==> src/hw/rtl/dhb_pkg.sv <==
`timescale 1ns / 1ps
// ----------------------------------------------------------------------------
// dhb_pkg
// Shared types, register indexes and constants of the DCC half-bit classifier.
// ----------------------------------------------------------------------------
package dhb_pkg;

  localparam int unsigned TIMER_W  = 16;
  localparam int unsigned TOTAL_W  = 17;
  localparam int unsigned CFG_IDX_W = 3;

  localparam logic [TIMER_W-1:0] TIMER_TOP = 16'hFFFF;

  // register indexes on the configuration port
  localparam logic [CFG_IDX_W-1:0] REG_ONE_MIN        = 3'd0;
  localparam logic [CFG_IDX_W-1:0] REG_ONE_MAX        = 3'd1;
  localparam logic [CFG_IDX_W-1:0] REG_ONE_TOLERANCE  = 3'd2;
  localparam logic [CFG_IDX_W-1:0] REG_ZERO_MIN       = 3'd3;
  localparam logic [CFG_IDX_W-1:0] REG_ZERO_MAX       = 3'd4;
  localparam logic [CFG_IDX_W-1:0] REG_ZERO_TOTAL_MAX = 3'd5;

  // reset values, timer ticks at four ticks per microsecond
  localparam logic [TIMER_W-1:0] ONE_MIN_RST        = 16'd208;
  localparam logic [TIMER_W-1:0] ONE_MAX_RST        = 16'd256;
  localparam logic [TIMER_W-1:0] ONE_TOLERANCE_RST  = 16'd44;
  localparam logic [TIMER_W-1:0] ZERO_MIN_RST       = 16'd360;
  localparam logic [TIMER_W-1:0] ZERO_MAX_RST       = 16'd40000;
  localparam logic [TOTAL_W-1:0] ZERO_TOTAL_MAX_RST = 17'd48000;

  localparam int unsigned QUEUE_DEPTH = 2;
  localparam int unsigned QUEUE_AW    = (QUEUE_DEPTH > 1) ? $clog2(QUEUE_DEPTH) : 1;
  localparam int unsigned QUEUE_CW    = $clog2(QUEUE_DEPTH + 1);

  typedef enum logic [1:0] {
    EV_NONE  = 2'd0,
    EV_ZERO  = 2'd1,
    EV_ONE   = 2'd2,
    EV_RESET = 2'd3
  } ev_t;

  typedef enum logic [1:0] {
    CLS_NONE = 2'd0,
    CLS_ONE  = 2'd1,
    CLS_ZERO = 2'd2
  } cls_t;

  typedef struct packed {
    logic [TIMER_W-1:0] one_min;
    logic [TIMER_W-1:0] one_max;
    logic [TIMER_W-1:0] one_tolerance;
    logic [TIMER_W-1:0] zero_lo;
    logic [TIMER_W-1:0] zero_hi;
    logic [TOTAL_W-1:0] zero_total_max;
  } cfg_t;

  typedef struct packed {
    logic [TIMER_W-1:0] half_period;
    cls_t               cls;
  } half_t;

  typedef struct packed {
    logic not_empty;
    logic full;
  } q_status_t;

endpackage

==> src/hw/rtl/dcc_half_bit_classifier_core.sv <==
`timescale 1ns / 1ps
// ----------------------------------------------------------------------------
// dcc_half_bit_classifier_core
// Turns timer captures of DCC track-signal edges into zero, one and reset
// events, one result per edge.
// ----------------------------------------------------------------------------
// Each request on the item side is one edge: a 16-bit free-running timer capture plus the
// timer overflow flag. The block takes one request per clock while item_stall is low and
// returns exactly one result per request, in order: the half-period since the previous edge
// and an event code (none, zero bit, one bit, framing reset). A taken request passes the
// combinational front measurement stage into a two-entry queue, and the registered pairing
// stage behind the queue drives the result. The front keeps accepting while the queue has
// room, so a stall on the result side backs up into item_stall only once two requests wait
// in the queue behind the held result, three in all. Configuration registers reset to the
// standard DCC timing at four ticks per microsecond and are to be written by the user only
// while the block is idle; the block itself does not enforce it.
// ----------------------------------------------------------------------------
module dcc_half_bit_classifier_core
  import dhb_pkg::*;
(
  input  logic                 clk,
  input  logic                 rst,

  input  logic                 cfg_we,
  input  logic [CFG_IDX_W-1:0] cfg_index,
  input  logic [TOTAL_W-1:0]   cfg_data,

  input  logic                 item_valid,
  output logic                 item_stall,
  input  logic [TIMER_W-1:0]   capture,
  input  logic                 overflow,

  output logic                 result_valid,
  input  logic                 result_stall,
  output logic [1:0]           event_res,
  output logic [TIMER_W-1:0]   half_period
);

  cfg_t      cfg;
  half_t     front_half;
  half_t     q_head;
  q_status_t q_status;
  logic      accept;
  logic      pop;

  // Configuration registers: drop writes to indexes past the list.
  always_ff @(posedge clk) begin
    if (rst) begin
      cfg.one_min        <= ONE_MIN_RST;
      cfg.one_max        <= ONE_MAX_RST;
      cfg.one_tolerance  <= ONE_TOLERANCE_RST;
      cfg.zero_lo        <= ZERO_MIN_RST;
      cfg.zero_hi        <= ZERO_MAX_RST;
      cfg.zero_total_max <= ZERO_TOTAL_MAX_RST;
    end else if (cfg_we) begin
      case (cfg_index)
        REG_ONE_MIN:        cfg.one_min        <= cfg_data[TIMER_W-1:0];
        REG_ONE_MAX:        cfg.one_max        <= cfg_data[TIMER_W-1:0];
        REG_ONE_TOLERANCE:  cfg.one_tolerance  <= cfg_data[TIMER_W-1:0];
        REG_ZERO_MIN:       cfg.zero_lo        <= cfg_data[TIMER_W-1:0];
        REG_ZERO_MAX:       cfg.zero_hi        <= cfg_data[TIMER_W-1:0];
        REG_ZERO_TOTAL_MAX: cfg.zero_total_max <= cfg_data;
        default: begin
        end
      endcase
    end
  end

  // Hold off new requests only when the queue has no free slot.
  assign item_stall = q_status.full;
  assign accept     = item_valid && !item_stall;

  // Front: measure the half-period and classify it against the windows.
  dhb_front u_front (
    .clk      (clk),
    .rst      (rst),
    .accept   (accept),
    .capture  (capture),
    .overflow (overflow),
    .cfg      (cfg),
    .half     (front_half)
  );

  // Queue: decouple the front from a stalled result side.
  dhb_queue u_queue (
    .clk       (clk),
    .rst       (rst),
    .push      (accept),
    .push_data (front_half),
    .pop       (pop),
    .head      (q_head),
    .status    (q_status)
  );

  // Back: pair halves into bits and register the result.
  dhb_back u_back (
    .clk          (clk),
    .rst          (rst),
    .q_status     (q_status),
    .head         (q_head),
    .cfg          (cfg),
    .pop          (pop),
    .result_valid (result_valid),
    .result_stall (result_stall),
    .event_res    (event_res),
    .half_period  (half_period)
  );

endmodule

==> src/hw/rtl/dhb_front.sv <==
`timescale 1ns / 1ps
// ----------------------------------------------------------------------------
// dhb_front
// Measures the half-period of each accepted edge and sorts it into a window.
// ----------------------------------------------------------------------------
module dhb_front
  import dhb_pkg::*;
(
  input  logic               clk,
  input  logic               rst,
  input  logic               accept,
  input  logic [TIMER_W-1:0] capture,
  input  logic               overflow,
  input  cfg_t               cfg,
  output half_t              half
);

  logic [TIMER_W-1:0] last_capture;
  logic [TIMER_W-1:0] p;

  always_ff @(posedge clk) begin
    if (rst) begin
      last_capture <= '0;
    end else if (accept) begin
      last_capture <= capture;
    end
  end

  always_comb begin
    // wrapped capture: distance to the top plus the new count, never above top
    if (capture > last_capture) begin
      p = overflow ? TIMER_TOP : (capture - last_capture);
    end else begin
      p = (TIMER_TOP - last_capture) + capture;
    end

    half.half_period = p;
    if ((cfg.one_min < p) && (p < cfg.one_max)) begin
      half.cls = CLS_ONE;
    end else if ((cfg.zero_lo < p) && (p < cfg.zero_hi)) begin
      half.cls = CLS_ZERO;
    end else begin
      half.cls = CLS_NONE;
    end
  end

endmodule

==> src/hw/rtl/dhb_queue.sv <==
`timescale 1ns / 1ps
// ----------------------------------------------------------------------------
// dhb_queue
// Short first-in first-out queue of classified halves between front and back.
// ----------------------------------------------------------------------------
module dhb_queue
  import dhb_pkg::*;
(
  input  logic      clk,
  input  logic      rst,
  input  logic      push,
  input  half_t     push_data,
  input  logic      pop,
  output half_t     head,
  output q_status_t status
);

  localparam logic [QUEUE_AW-1:0] LAST_SLOT = QUEUE_AW'(QUEUE_DEPTH - 1);

  half_t               slots [QUEUE_DEPTH];
  logic [QUEUE_AW-1:0] wr_ptr;
  logic [QUEUE_AW-1:0] rd_ptr;
  logic [QUEUE_CW-1:0] count;

  always_ff @(posedge clk) begin
    if (push) begin
      slots[wr_ptr] <= push_data;
    end
  end

  always_ff @(posedge clk) begin
    if (rst) begin
      wr_ptr <= '0;
      rd_ptr <= '0;
      count  <= '0;
    end else begin
      if (push) begin
        wr_ptr <= (wr_ptr == LAST_SLOT) ? '0 : wr_ptr + 1'b1;
      end
      if (pop) begin
        rd_ptr <= (rd_ptr == LAST_SLOT) ? '0 : rd_ptr + 1'b1;
      end
      if (push && !pop) begin
        count <= count + 1'b1;
      end else if (pop && !push) begin
        count <= count - 1'b1;
      end
    end
  end

  assign head             = slots[rd_ptr];
  assign status.not_empty = (count != '0);
  assign status.full      = (count == QUEUE_CW'(QUEUE_DEPTH));

endmodule

==> src/hw/rtl/dhb_back.sv <==
`timescale 1ns / 1ps
// ----------------------------------------------------------------------------
// dhb_back
// Pairs classified halves into bits and holds the result for the output side.
// ----------------------------------------------------------------------------
module dhb_back
  import dhb_pkg::*;
(
  input  logic               clk,
  input  logic               rst,
  input  q_status_t          q_status,
  input  half_t              head,
  input  cfg_t               cfg,
  output logic               pop,
  output logic               result_valid,
  input  logic               result_stall,
  output logic [1:0]         event_res,
  output logic [TIMER_W-1:0] half_period
);

  logic               pending_one_half;
  logic               pending_zero_half;
  logic [TIMER_W-1:0] first_half_length;
  ev_t                ev_reg;

  logic               pending_one_next;
  logic               pending_zero_next;
  logic [TIMER_W-1:0] first_half_next;
  ev_t                ev_next;
  logic [TIMER_W-1:0] diff;
  logic [TOTAL_W-1:0] zero_sum;

  assign pop = q_status.not_empty && (!result_valid || !result_stall);

  always_comb begin
    diff = (head.half_period >= first_half_length) ?
           (head.half_period - first_half_length) :
           (first_half_length - head.half_period);
    zero_sum = {1'b0, head.half_period} + {1'b0, first_half_length};

    pending_one_next  = pending_one_half;
    pending_zero_next = pending_zero_half;
    first_half_next   = first_half_length;
    ev_next           = EV_NONE;

    case (head.cls)
      CLS_ONE: begin
        if (pending_one_half) begin
          if (diff <= cfg.one_tolerance) begin
            ev_next = EV_ONE;
          end
          pending_one_next = 1'b0;
        end else begin
          pending_one_next  = 1'b1;
          pending_zero_next = 1'b0;
          first_half_next   = head.half_period;
        end
      end
      CLS_ZERO: begin
        if (pending_zero_half) begin
          if (zero_sum <= cfg.zero_total_max) begin
            ev_next = EV_ZERO;
          end
          pending_zero_next = 1'b0;
        end else begin
          pending_zero_next = 1'b1;
          pending_one_next  = 1'b0;
          first_half_next   = head.half_period;
        end
      end
      default: begin
        pending_one_next  = 1'b0;
        pending_zero_next = 1'b0;
        ev_next           = EV_RESET;
      end
    endcase
  end

  always_ff @(posedge clk) begin
    if (rst) begin
      pending_one_half  <= 1'b0;
      pending_zero_half <= 1'b0;
      first_half_length <= '0;
      result_valid      <= 1'b0;
    end else begin
      if (pop) begin
        pending_one_half  <= pending_one_next;
        pending_zero_half <= pending_zero_next;
        first_half_length <= first_half_next;
        result_valid      <= 1'b1;
      end else if (!result_stall) begin
        result_valid      <= 1'b0;
      end
    end
  end

  always_ff @(posedge clk) begin
    if (pop) begin
      ev_reg      <= ev_next;
      half_period <= head.half_period;
    end
  end

  assign event_res = ev_reg;

endmodule

==> config.mk <==
export PLATFORM = sky130hd
export DESIGN_NAME = dcc_half_bit_classifier_core
export DESIGN_NICKNAME = d
export VERILOG_FILES = /design/src/hw/rtl/dhb_pkg.sv /design/src/hw/rtl/dcc_half_bit_classifier_core.sv /design/src/hw/rtl/dhb_front.sv /design/src/hw/rtl/dhb_queue.sv /design/src/hw/rtl/dhb_back.sv
export SDC_FILE = /design/constraint.sdc
export NUM_CORES = 1
export LEC_CHECK = 0
export ABC_CLOCK_PERIOD_IN_PS = 6200
export BUFFER_PORTS_ARGS = -buffer_cell sky130_fd_sc_hd__buf_2
export CORE_MARGIN = 10
export CORE_UTILIZATION = 60
export DETAILED_ROUTE_END_ITERATION = 8
export GPL_TIMING_DRIVEN = 0
export PLACE_DENSITY = 0.89
export SYNTH_ARGS = -nofsm -noshare
export SYNTH_HDL_FRONTEND = slang
export SYNTH_SLANG_ARGS = --single-unit
==> constraint.sdc <==
create_clock -name clk -period 6.2 [get_ports clk]
set_clock_uncertainty 0.2 [all_clocks]
set_input_delay 0 -clock clk [delete_from_list [all_inputs] [get_ports clk]]
set_output_delay 0 -clock clk [all_outputs]
set_load 0.05 [all_outputs]
==> impl_metrics.yaml <==
placed_design:
  gp_congestion: 0.959
  io_buffers: 59
  dp.cells: 1876
  hpwl_mm: 27.9
power:
  seqPwrFrac_pct: 25.7
  internal_power_w: 0.00339
  swShare_pct: 45.8
  finalPower_w: 0.00626
  leakagePower_nw: 6.07
  vdd_drop_max_mv: 0.248
  comb_power_share_pct: 56.3
  powerDensity_nw_per_um2: 432
  p_switching_w: 0.00287
  clkPwrFrac_pct: 18.0
logic_synthesis:
  synth_cell_types: 73
  synth-seq-cells: 191
  synth_nets: 1748
  syn_area_per_cell_um2: 8.27
  synthesis.area_um2: 12700
  synth-edff-count: 54
  synthCells: 1541
  yosysSeqAreaShare_pct: 34.3
  synth_ff_type: "dfxtp_1"
  yosysWarnings: 0
  ys_async_sr_fraction_pct: 0
detailed_routing:
  drtPass1Iterations: 8
  drtIter0Drc: 1265
  routed_wirelength_mm: 36.8
  drc: 0
  postRouteAntennaNets: 0
  wire_per_inst_um: 18.8
  via_per_inst: 6.06
  routed-via-count: 11833
die:
  ios: 62
  dieHeight_um: 166
  placement_rows: 53
  core_area_um2: 21000
  die_w_um: 166
  die-area_um2: 27500
  start_util_pct: 60.8
timing:
  post-route-period-util_pct: 95.8
  worstMarginPinSlew_ps: 985
  hold_viol: 0
  min_period_ps: 5940
  fmax_ghz: 0.168
  relSlewSlack_pct: 33.6
  drv_slew: 0
  rsz0062_at_grt: "no"
  setup_viol: 0
  fin_tns_setup_ps: 0
cts:
  cts_sinks: 191
  root_buffer: "clkbuf_16"
  post-cts-setup-buffers: 0
  clk_pin_slew_ps: 80
  htreeDepth: 4
  clockBufferDepth: 2
  cts_buffers: 17
  insertion_delay_ps: 450
  tritoncts: "yes"
job:
  cap_violations: 0
layout:
  fin_util_pct: 69.1
  final_nets: 1873
  drive_gt1_share_pct: 7.50
  area_growth_pct: 13.7
  regArea_um2: 4370
  multi_input_comb_area_um2: 7580
  antennaDiodeCount: 0
  final.fill_count: 1634
  stdcell_count: 1954
run_status:
  outcome: "complete, no violations"
critical_path:
  critPathKind: "flip-flop to flip-flop"
  crit_required_ps: 6250
  worstSetupEndpointType: "flip-flop"
  startpoint_type: "flip-flop"
  cp_max_fo: 10
  r2r_setup_slack_ps: 260
  worstPathArrival_ps: 5990
min_path:
  hold_class: "input port to flip-flop"
global_routing:
  antenna_found_initial: 0
  grt_max_degree: 20
  grt-ovfl-total: 0
  grt_util_all_layers_pct: 25.7
  grt_pass1_vias: 11748
  grt_pass1_wl_mm: 58.9
==> cell usage in the layout, fill, tap and decap left out, types with 5 or more instances in the layout <==
cell           synthesis  layout
nor2b_1               20      20
mux2i_1               28      26
and3_1                12      12
clkbuf_1              55      54
and2_1                 5       5
inv_1                140     140
xor2_1                13      13
a21oi_1              176     175
nand3b_1              20      20
nor3_1                17      17
nand2_1              266     266
a311oi_1               5       5
o21a_1                19      19
buf_2                  9      69
fa_1                   5       5
o21bai_1              18      18
ha_1                 160     160
a21o_1                42      42
nand3_1               17      17
dlygate4sd3_1          0      47
dfxtp_1              137     136
a31oi_1                7       7
nand2b_1              12      12
o21ai_0               35      35
nor2_1                92      91
a211oi_1              25      25
xnor2_1               21      21
edfxtp_1              54      54
a211o_1                7       7
o21ai_1                5       5
o221ai_1               8       8
clkbuf_16              0      17
or3_1                  6       6
nand4_1               32      32
a221oi_1               6       6
==> cell type report <==
type | count | area share [%]
clock inverters | 15 | 1.19
inverters | 142 | 3.68
repair buffers | 107 | 5.39
well taps | 275 | 2.38
plain buffers | 69 | 1.95
flip-flops and latches | 191 | 30.1
multi-input cells | 1138 | 52.3
clock buffers | 17 | 2.94
==> final timing paths <==
path	endpoint	startpoint	cells after the start
setup / recovery	u_back.event_res[1]	flip-flop	21
setup reg to reg	u_back.event_res[1]	flip-flop	21
hold reg to reg	u_front.last_capture[8]	u_front.last_capture[8]	2
hold / removal	u_front.last_capture[0]	item_valid	4
==> critical path, stage by stage, from the launching register on <==
cell and delay [ps]:
dfxtp_2 480, buf_2 370, mux2i_4 430, inv_1 210, fa_1 480, a21o_1 190, nand4_1 120, a31oi_1 210
o211a_1 300, o21a_1 240, nor2_2 220, buf_4 290, mux2_1 370, ha_1 290, nor2b_1 140, o21a_1 160
o21a_1 160, o21a_1 160, o21a_1 160, o21ai_0 180, a211oi_1 100, o21ai_0 260
==> layer usage <==
metal	up-vias	global-route usage, %	wire [um]
li1	5622	-	-
met2	593	44.0	17600
met5	-	0	0
met4	0	14.3	2150
met3	144	3.88	2930
met1	5474	30.3	14100
==> power by group through the flow <==
stage / clock, W / sequential [W] / combinational (W)
CTS: 0.00112 / 0.00161 / 0.00345
detailed placement: 0 / 0.00163 / 0.00339
global placement: 0 / 0.00162 / 0.00325
floorplan: 0 / 0.00183 / 0.00230
finish: 0.00113 / 0.00161 / 0.00353
global route: 0.00118 / 0.00163 / 0.00384
==> sequential cells by signal (all words and copies together), names as in the netlist, named ones only <==
name / flops
u_queue.wr_ptr: 1
u_queue.count: 2
u_back.result_valid: 1
u_queue.slots: 36
cfg: 97
u_back.pending_zero_half: 1
u_front.last_capture: 16
u_back.half_period: 16
u_back.first_half_length: 16
u_back.event_res: 2
u_back.pending_one_half: 1
u_queue.rd_ptr: 1
==> cell usage after synthesis (13+ instances only) <==
master | number | share of area (%)
mux2i_1 | 28 | 2.2
xnor2_1 | 21 | 1.4
edfxtp_1 | 54 | 13
a21o_1 | 42 | 2.5
nand2_1 | 266 | 7.8
nand4_1 | 32 | 1.6
a211oi_1 | 25 | 1.5
nand3b_1 | 20 | 1.2
dfxtp_1 | 137 | 22
nor3_1 | 17 | 0.67
nor2b_1 | 20 | 0.98
o21a_1 | 19 | 1.1
nor2_1 | 92 | 2.7
a21oi_1 | 176 | 6.9
o21ai_0 | 35 | 1.4
o21bai_1 | 18 | 1.1
nand3_1 | 17 | 0.67
inv_1 | 140 | 4.1
ha_1 | 160 | 16
clkbuf_1 | 55 | 1.6
xor2_1 | 13 | 0.89
==> timing repair <==
action,in CTS,in global routing
resized for setup,2,3
hold buffers,47,0
setup endpoints to repair,1,1
hold endpoints to repair,126,0
pin swaps,0,0
==> logic make-up after synthesis <==
logic type,Yosys count,synth area share (%)
multiplexers,32,2.55
flip-flops,191,34.3
buffers and inverters,212,6.42
XOR/XNOR,34,2.34
adder cells (fa/ha/maj),165,16.5
AO/OA/AOI/OAI,394,19.7
AND/OR/NAND/NOR,513,18.2
==> metrics by stage <==
step / worst slack [ps] / hold slack [ps] / cell area (um2)
floorplan: 713 / -82.2 / 12700
global placement: -380 / 43.7 / 13400
detailed placement: -493 / 57.9 / 13400
CTS: 75.8 / 10.3 / 14500
global route: 10.2 / 38.2 / 14500
finish: 259 / 29.0 / 14500
No activity file was read; power rests on OpenSTA's default activity.
